$ cat src/rtl/core/xcpd_pkg.sv
// Package for the XOR-checked packet deframer: channel payload structs,
// parser phase encoding, status and item-kind codes. No dependencies.
`timescale 1ns / 1ps
`default_nettype none

package xcpd_pkg;

   typedef struct packed {
      logic [7:0] rx_byte;
      logic       buffer_end;
   } req_type;

   typedef struct packed {
      logic       item_kind;
      logic [7:0] payload_byte;
      logic [7:0] packet_id;
      logic [7:0] frame_length;
      logic [7:0] checksum;
      logic [2:0] status;
   } rsp_type;

   // One result candidate from the parser for the byte on the request port.
   typedef struct packed {
      logic    valid;
      rsp_type data;
   } res_type;

   typedef enum logic [2:0] {
      PH_LEN     = 3'd0,
      PH_ID      = 3'd1,
      PH_PAYLOAD = 3'd2,
      PH_CSUM    = 3'd3,
      PH_END     = 3'd4,
      PH_DONE    = 3'd5
   } phase_type;

   localparam logic KIND_PAYLOAD = 1'b0;
   localparam logic KIND_STATUS  = 1'b1;

   localparam logic [2:0] STATUS_OK         = 3'd0;
   localparam logic [2:0] STATUS_BAD_END    = 3'd1;
   localparam logic [2:0] STATUS_BAD_CSUM   = 3'd2;
   localparam logic [2:0] STATUS_TRUNCATED  = 3'd3;
   localparam logic [2:0] STATUS_ZERO_LEN   = 3'd4;

endpackage

`default_nettype wire

$ cat src/rtl/core/xcpd_parse.sv
// Frame parser state and per-byte result logic.
// Depends on xcpd_pkg.
`timescale 1ns / 1ps
`default_nettype none

module xcpd_parse (
   input  wire logic             clock,
   input  wire logic             reset,
   input  wire logic             accept,
   input  wire xcpd_pkg::req_type req_data,
   input  wire logic [7:0]       end_marker,
   output xcpd_pkg::res_type     res
);

   xcpd_pkg::phase_type phase_ff, phase_in;
   logic [7:0] length_ff, length_in;
   logic [7:0] id_ff, id_in;
   logic [7:0] left_ff, left_in;
   logic [7:0] xor_ff, xor_in;
   logic [7:0] csum_ff, csum_in;

   logic       emit_status;
   logic       emit_payload;
   logic [2:0] code;
   logic [7:0] b;
   logic       last;

   assign b    = req_data.rx_byte;
   assign last = req_data.buffer_end;

   // Next state
   always_comb begin
      phase_in     = phase_ff;
      length_in    = length_ff;
      id_in        = id_ff;
      left_in      = left_ff;
      xor_in       = xor_ff;
      csum_in      = csum_ff;
      emit_status  = 1'b0;
      emit_payload = 1'b0;
      code         = xcpd_pkg::STATUS_OK;
      unique case (phase_ff)
         xcpd_pkg::PH_LEN: begin
            length_in = b;
            id_in     = 8'd0;
            csum_in   = 8'd0;
            xor_in    = b;
            left_in   = b - 8'd1;
            if (b == 8'd0) begin
               emit_status = 1'b1;
               code        = xcpd_pkg::STATUS_ZERO_LEN;
               phase_in    = xcpd_pkg::PH_DONE;
            end else begin
               phase_in = xcpd_pkg::PH_ID;
            end
         end
         xcpd_pkg::PH_ID: begin
            id_in    = b;
            xor_in   = xor_ff ^ b;
            phase_in = (left_ff == 8'd0) ? xcpd_pkg::PH_CSUM : xcpd_pkg::PH_PAYLOAD;
         end
         xcpd_pkg::PH_PAYLOAD: begin
            xor_in       = xor_ff ^ b;
            left_in      = left_ff - 8'd1;
            emit_payload = !last;
            if (left_in == 8'd0) begin
               phase_in = xcpd_pkg::PH_CSUM;
            end
         end
         xcpd_pkg::PH_CSUM: begin
            csum_in  = b;
            phase_in = xcpd_pkg::PH_END;
         end
         xcpd_pkg::PH_END: begin
            emit_status = 1'b1;
            if (b != end_marker) begin
               code = xcpd_pkg::STATUS_BAD_END;
            end else if (csum_ff != xor_ff) begin
               code = xcpd_pkg::STATUS_BAD_CSUM;
            end else begin
               code = xcpd_pkg::STATUS_OK;
            end
            phase_in = xcpd_pkg::PH_DONE;
         end
         default: begin
            phase_in = xcpd_pkg::PH_DONE;
         end
      endcase
      // Buffer end: report truncation of an open frame, rearm for the next buffer.
      if (last) begin
         if (!emit_status && !emit_payload && phase_in != xcpd_pkg::PH_DONE) begin
            emit_status = 1'b1;
            code        = xcpd_pkg::STATUS_TRUNCATED;
         end
         phase_in = xcpd_pkg::PH_LEN;
      end
   end

   // Result item
   always_comb begin
      res.valid = emit_status || emit_payload;
      res.data  = '0;
      if (emit_status) begin
         res.data.item_kind    = xcpd_pkg::KIND_STATUS;
         res.data.packet_id    = id_in;
         res.data.frame_length = length_in;
         res.data.checksum     = csum_in;
         res.data.status       = code;
      end else begin
         res.data.item_kind    = xcpd_pkg::KIND_PAYLOAD;
         res.data.payload_byte = b;
      end
   end

   always_ff @(posedge clock) begin
      if (reset) begin
         phase_ff  <= xcpd_pkg::PH_LEN;
         length_ff <= 8'd0;
         id_ff     <= 8'd0;
         left_ff   <= 8'd0;
         xor_ff    <= 8'd0;
         csum_ff   <= 8'd0;
      end else if (accept) begin
         phase_ff  <= phase_in;
         length_ff <= length_in;
         id_ff     <= id_in;
         left_ff   <= left_in;
         xor_ff    <= xor_in;
         csum_ff   <= csum_in;
      end
   end

   a_last_rearms: assert property (@(posedge clock) disable iff (reset)
      accept && last |=> phase_ff == xcpd_pkg::PH_LEN)
      else $error("buffer end did not rearm the parser");

   a_done_silent: assert property (@(posedge clock) disable iff (reset)
      phase_ff == xcpd_pkg::PH_DONE |-> !res.valid)
      else $error("result produced after frame closed");

   a_zero_len: assert property (@(posedge clock) disable iff (reset)
      accept && phase_ff == xcpd_pkg::PH_LEN && b == 8'd0 && !last
      |=> phase_ff == xcpd_pkg::PH_DONE)
      else $error("zero length did not close the frame");

endmodule

`default_nettype wire

$ cat src/rtl/core/xcpd_out_reg.sv
// Result register with a skid entry, so the request side keeps moving while
// a result waits. Depends on xcpd_pkg.
`timescale 1ns / 1ps
`default_nettype none

module xcpd_out_reg (
   input  wire logic          clock,
   input  wire logic          reset,
   input  wire logic          push,
   input  wire xcpd_pkg::rsp_type push_data,
   output logic               space,
   output logic               rsp_valid,
   input  wire logic          rsp_ready,
   output xcpd_pkg::rsp_type  rsp_data
);

   logic              main_valid_ff, main_valid_in;
   logic              skid_valid_ff, skid_valid_in;
   xcpd_pkg::rsp_type main_data_ff, main_data_in;
   xcpd_pkg::rsp_type skid_data_ff, skid_data_in;
   logic              pop;

   assign pop       = main_valid_ff && rsp_ready;
   assign space     = !skid_valid_ff;
   assign rsp_valid = main_valid_ff;
   assign rsp_data  = main_data_ff;

   always_comb begin
      main_valid_in = main_valid_ff;
      skid_valid_in = skid_valid_ff;
      main_data_in  = main_data_ff;
      skid_data_in  = skid_data_ff;
      if (skid_valid_ff) begin
         if (pop) begin
            main_data_in  = skid_data_ff;
            skid_valid_in = 1'b0;
         end
      end else if (push) begin
         if (!main_valid_ff || pop) begin
            main_data_in  = push_data;
            main_valid_in = 1'b1;
         end else begin
            skid_data_in  = push_data;
            skid_valid_in = 1'b1;
         end
      end else if (pop) begin
         main_valid_in = 1'b0;
      end
   end

   always_ff @(posedge clock) begin
      if (reset) begin
         main_valid_ff <= 1'b0;
         skid_valid_ff <= 1'b0;
      end else begin
         main_valid_ff <= main_valid_in;
         skid_valid_ff <= skid_valid_in;
      end
      main_data_ff <= main_data_in;
      skid_data_ff <= skid_data_in;
   end

   a_skid_behind_main: assert property (@(posedge clock) disable iff (reset)
      skid_valid_ff |-> main_valid_ff)
      else $error("skid entry held without a main entry");

   a_push_stalled: assert property (@(posedge clock) disable iff (reset)
      push && main_valid_ff && !rsp_ready |=> skid_valid_ff)
      else $error("stalled push not caught by skid entry");

   a_drain: assert property (@(posedge clock) disable iff (reset)
      pop && !skid_valid_ff && !push |=> !main_valid_ff)
      else $error("result register did not drain");

endmodule

`default_nettype wire

$ cat src/rtl/core/xor_checked_packet_deframer.sv
// Top level of the XOR-checked packet deframer: parser plus result register.
// A result is registered in the result register before it appears on rsp.
// Throughput: one byte per cycle while req_ready is high; the parser state updates in a single pass.
// req_ready drops only while both result entries are full (rsp stalled).
// Reset (synchronous, active high) rearms for a length byte, empties the
// result register and sets the end marker to zero. Depends on xcpd_pkg.
`timescale 1ns / 1ps
`default_nettype none

module xor_checked_packet_deframer (
   input  wire logic         clock,
   input  wire logic         reset,
   // byte input
   input  wire logic         req_valid,
   output logic              req_ready,
   input  wire xcpd_pkg::req_type req_data,
   // result output
   output logic              rsp_valid,
   input  wire logic         rsp_ready,
   output xcpd_pkg::rsp_type rsp_data,
   // end marker register
   input  wire logic         csr_valid,
   output logic              csr_ready,
   input  wire logic [7:0]   csr_data
);

   logic              accept;
   logic              space;
   logic [7:0]        end_marker_ff;
   xcpd_pkg::res_type res;

   // Always take a register write; the user must write only while the block is idle (not enforced here).
   assign csr_ready = 1'b1;

   // Hold off new bytes only when no result slot is free.
   assign req_ready = space;
   assign accept    = req_valid && req_ready;

   always_ff @(posedge clock) begin
      if (reset) begin
         end_marker_ff <= 8'd0;
      end else if (csr_valid && csr_ready) begin
         end_marker_ff <= csr_data;
      end
   end

   // Advance the frame state once per byte transfer.
   xcpd_parse u_parse (
      .clock      (clock),
      .reset      (reset),
      .accept     (accept),
      .req_data   (req_data),
      .end_marker (end_marker_ff),
      .res        (res)
   );

   // Queue the result of the transfer, if any, toward rsp.
   xcpd_out_reg u_out (
      .clock     (clock),
      .reset     (reset),
      .push      (accept && res.valid),
      .push_data (res.data),
      .space     (space),
      .rsp_valid (rsp_valid),
      .rsp_ready (rsp_ready),
      .rsp_data  (rsp_data)
   );

endmodule

`default_nettype wire
$ cat config.mk
export PLATFORM = sky130hd
export DESIGN_NAME = xor_checked_packet_deframer
export DESIGN_NICKNAME = d
export VERILOG_FILES = /design/src/rtl/core/xcpd_pkg.sv /design/src/rtl/core/xcpd_parse.sv /design/src/rtl/core/xcpd_out_reg.sv /design/src/rtl/core/xor_checked_packet_deframer.sv
export SDC_FILE = /design/constraint.sdc
export NUM_CORES = 1
export LEC_CHECK = 0
export BUFFER_PORTS_ARGS = -buffer_cell sky130_fd_sc_hd__buf_2
export CAP_MARGIN = 20
export CORE_MARGIN = 4
export CORE_UTILIZATION = 25
export DETAILED_ROUTE_END_ITERATION = 6
export HOLD_SLACK_MARGIN = 0.05
export SYNTH_ARGS = -nofsm -noshare
export SYNTH_HDL_FRONTEND = slang
export SYNTH_HIERARCHICAL = 1
export SYNTH_SLANG_ARGS = --single-unit
$ cat constraint.sdc
create_clock -name clock -period 6.5 [get_ports clock]
set_input_delay 0.325 -clock clock [delete_from_list [all_inputs] [get_ports clock]]
set_output_delay 0.325 -clock clock [all_outputs]
set_load 0.02 [all_outputs]
* Yosys cells after proc, flatten, opt, wreduce, memory -nomap -nowiden
Index checks and enable logic that the tools add are counted.
** Cells by class
- Multiplexer cells :: 35
- Bitwise logic cells :: 3
- Reduce and logical (&&, ||, !) cells :: 27
- Equal/unequal tests :: 9
- Add/subtract/negate cells :: 2
** Operator list (count)
- $mux W36 :: 4
- $pmux W8 S2 :: 4
- $mux W27 :: 1
- $logic_not A8 Y1 :: 3
- $mux W3 :: 7
- $mux W8 :: 2
- $ne A8 B8 Y1 :: 2
- $sub A8 B1 Y8 const B :: 2
- $mux W1 :: 13
- $pmux W3 S4 :: 1
- $reduce_bool A2 Y1 :: 5
- $reduce_and A3 Y1 :: 3
- $xor A8 B8 Y8 :: 1
- $eq A3 B2 Y1 const B :: 2
- $pmux W3 S2 :: 1
- $logic_and A1 B1 Y1 :: 5
- $logic_not A1 Y1 :: 5
- $ne A2 B2 Y1 const B :: 2
- $reduce_and A2 Y1 :: 2
- $eq A3 B1 Y1 const B :: 1
- $eq A3 B3 Y1 const B :: 1
- $logic_not A3 Y1 :: 1
- $ne A3 B3 Y1 const B :: 1
- $logic_or A1 B1 Y1 :: 2
- 4 further kinds :: 5
** Storage, ports and cells
- Register bits :: 125
- Input port bits :: 22

* Logic depth before layout (Yosys ltp)
- Word-level depth :: 12
- Mapped depth :: 10
- Depth with buffers taken out :: 7

* Cells and area by module
Netlist, hierarchy kept.
** Modules (own cells, without submodules)
- xcpd_parse :: cells an instance 428, area an instance 2937.8 µm², sequential area each 860.8 µm², times used 1
- xcpd_out_reg :: cells an instance 125, area an instance 2706.3 µm², sequential area each 2202.1 µm², times used 1
- xor_checked_packet_deframer :: cells an instance 30, area an instance 309.0 µm², sequential area each 160.2 µm², times used 1

* Worst setup path after synthesis
No wires, ideal clock.
- Kind :: reg-to-reg
- Start point :: register u_parse.phase_ff[1]
- End point :: register u_out.main_data_ff, in the netlist u_out/rsp_data[0] (enable)
- Buffers on the path :: 3
- Library setup time :: 0.441 ns
- Slack :: 2.732 ns
- Cell stages (with the launch flop) :: 9
- Arrival time :: 3.327 ns
- Clock period less this slack :: 3.768 ns
- Cells stage by stage :: dfxtp_1 clkbuf_1 clkbuf_1 clkbuf_1 nor3_1 a21oi_1 and3_1 mux2i_1 a21oi_1
** RTL lines
- start: declaration :: RTL line xcpd_parse.sv:15 : xcpd_pkg::phase_type phase_ff, phase_in;
- start signal: assignment :: RTL line xcpd_parse.sv:117 : phase_ff <= xcpd_pkg::PH_LEN;
- start signal: assignment :: RTL line xcpd_parse.sv:124 : phase_ff <= phase_in;
- end signal: assignment :: RTL line xcpd_out_reg.sv:59 : main_data_ff <= main_data_in;
- end: declaration :: RTL line xcpd_out_reg.sv:19 : xcpd_pkg::rsp_type main_data_ff, main_data_in;

==> reports/metrics.cfg <==
[run_status]
status=complete, no violations

[setup_path]
worstPathBufferInverterCount=1
crit_family=simple AND/OR/NAND/NOR gates
cp.arrival_ps=2800
critical_path.endpoint_type=flop
ff2ff_setup_slack_ps=3790
cp_max_fo=26
critPathSlowestCell=dfxtp_1
worstPathRequired_ps=6590
path_class=flop to flop
start_kind=flop
max_stage_delay_ps=850
crit_path_cell_trace=nor3_1 -> a21oi_1 -> and3_1 -> and4_1 -> buf_4

[drt]
ant_nets=0
vias_per_cell=4.48
drtIter0Drc=347
num_vias=4284
drc=0
drt_pass1_iterations=5
wl_per_cell_um=14.5
drt-total-wl_um=13900

[synth]
synth_largest_area_cell=edfxtp_1
synth_top_area_share_pct=36.3
synthTopCellsByArea=edfxtp_1 (36%), dfxtp_1 (18%), mux2_2 (6.8%)
synth_flop_cell=edfxtp_1
synth_area_mm2=0.00595
synth-edff-count=72
async_reset_ff_share_pct=0
avgSynthCellArea_um2=10.2
ys_warn_count=6
syn-num-nets=609
synth_cell_type_count=54
synth_seq_area_share_pct=54.1
synthCells=583
yosysMostFrequentCell=nand2_1
synth_seq_cells=125
synth_common_cells=nand2_1 (76), edfxtp_1 (72), nor2_1 (57)

[clock_network]
cts_tree=built
worstSkewPairLatency_ps=420
ctsRootBufferMaster=clkbuf_16
cts_hold_buf=0
cts_buffers=17
path_clk_slew_ps=60
clockBufferDepth=2
cts_resized=0
cts_max_level=4
cts_sinks=125
postCtsSetupRepairBufs=0

[sta]
min_period_ps=2710
fin_ws_ps=3790
final_hold_viol_count=0
finClkSkew_ps=7.19
fin_tns_setup_ps=0
relSlewSlack_pct=36.6
fmax_ghz=0.369
fin_crit_sh_pct=41.7
fin_hold_ws_ps=140
finalSetupViolCount=0
maxSlewViolCount=0
rsz0062_at_grt=no
tightest_slew_ps=947

[pwr]
power_leakage_nw=2.53
powerDensity_mw_per_mm2=292
vdd_drop_max_mv=0.152

[floorplanning]
die_area_mm2=0.0263
start_util_pct=25.4
num_rows=56
io-pin-count=61
die_w_um=162
die_y_um=162
coreArea_mm2=0.0235

[grt]
grt_max_degree=55
grt_pass1_vias=3995
global_route.overflow_total=0
grt_first_pass_wirelength_um=22100
antenna_found_initial=1
grt.total_usage_pct=10.7

[placement]
gp_congestion=0.764
port_buffers=59
pre_cts_ws_ps=3660
dpl.hpwl_um=9070

[flow_run]
drv_cap=0

[cells_and_area]
drive_above_1_share_pct=22.7
area_delta_synth_final_pct=19.4
antenna_cells=0
fill_cells=2394
nets=651

[hold_path]
hp-class=primary input to flop

-- layout by cell type (no fill, tap or decap), types with 13 or more instances in the layout --
cell type	instances
mux2_2	36
a22oi_1	19
nand3_1	13
buf_2	59
a21oi_1	42
inv_1	17
o21ai_0	19
nand2_1	76
xnor2_1	28
nor2_1	57
clkbuf_16	17
dfxtp_1	53
edfxtp_1	72
-- cells by family after synthesis --
group,Yosys count,share of synthesized area [%]
AO/OA/AOI/OAI,112,11.0
multiplexers,45,8.32
AND/OR/NAND/NOR,205,16.5
flip-flops,125,54.1
XOR/XNOR,30,4.54
buffers and inverters,61,4.60
adder cells (fa/ha/maj),4,0.841
other,1,0.0630
-- registers in the layout (all words and copies together) (netlist names) --
signal	flops
u_parse/csum_ff	8
u_parse/id_ff	8
u_parse/phase_ff	3
u_parse/left_ff	8
u_out/skid_data_ff	36
u_parse/xor_ff	8
u_parse/length_ff	8
u_out/skid_valid_ff	1
end_marker_ff	8
u_out/rsp_valid	1
u_out/rsp_data	36
-- path summary, 6_finish.rpt --
kind,startpoint,cells after the start,end
hold / removal,rsp_ready,2,u_out/skid_valid_ff
hold reg to reg,u_parse/id_ff[1],2,u_parse/id_ff[1]
setup reg to reg,u_parse/phase_ff[1],5,u_out/skid_data_ff[1]
setup / recovery,u_parse/phase_ff[1],5,u_out/skid_data_ff[1]
-- report_power, final --
part / leakage (nW) / internal (mW) / total, mW / switching (mW)
clock: 0.286 / 0.582 / 0.960 / 0.377
sequential: 1.12 / 0.874 / 0.896 / 0.0222
combinational: 1.13 / 0.0792 / 0.223 / 0.144
total: 2.53 / 1.54 / 2.08 / 0.543
-- cell type report --
cell class | count | area [um^2] | share of cell area, %
clock buffers | 18 | 439 | 6.18
clock inverters | 14 | 156 | 2.20
inverters | 19 | 71.3 | 1.00
multi-input cells | 397 | 2480 | 34.9
flip-flops and latches | 125 | 3220 | 45.3
well taps | 319 | 399 | 5.62
repair buffers | 65 | 340 | 4.79
-- stage by stage --
stage	cells	total power, mW	area, um^2	utilization (%)
floorplan	583	1.07	5950	-
global placement	924	1.13	6500	27.7
detailed placement	924	1.13	6500	27.7
CTS	956	2.10	7100	30.3
global route	957	2.17	7110	30.3
finish	957	2.08	7110	30.3
-- routing by layer --
layer  global-route usage (%)  up-vias  wire length, um  part of all wire (%)
met3                     3.17       19              757                   5.4
met5                        0        -               15                  0.11
met4                     4.15        2              253                   1.8
met2                     15.5      107             6130                    44
met1                     15.1     2023             6740                    48
li1                         -     2133                -                     -
Power figures use the tool's default switching activity.
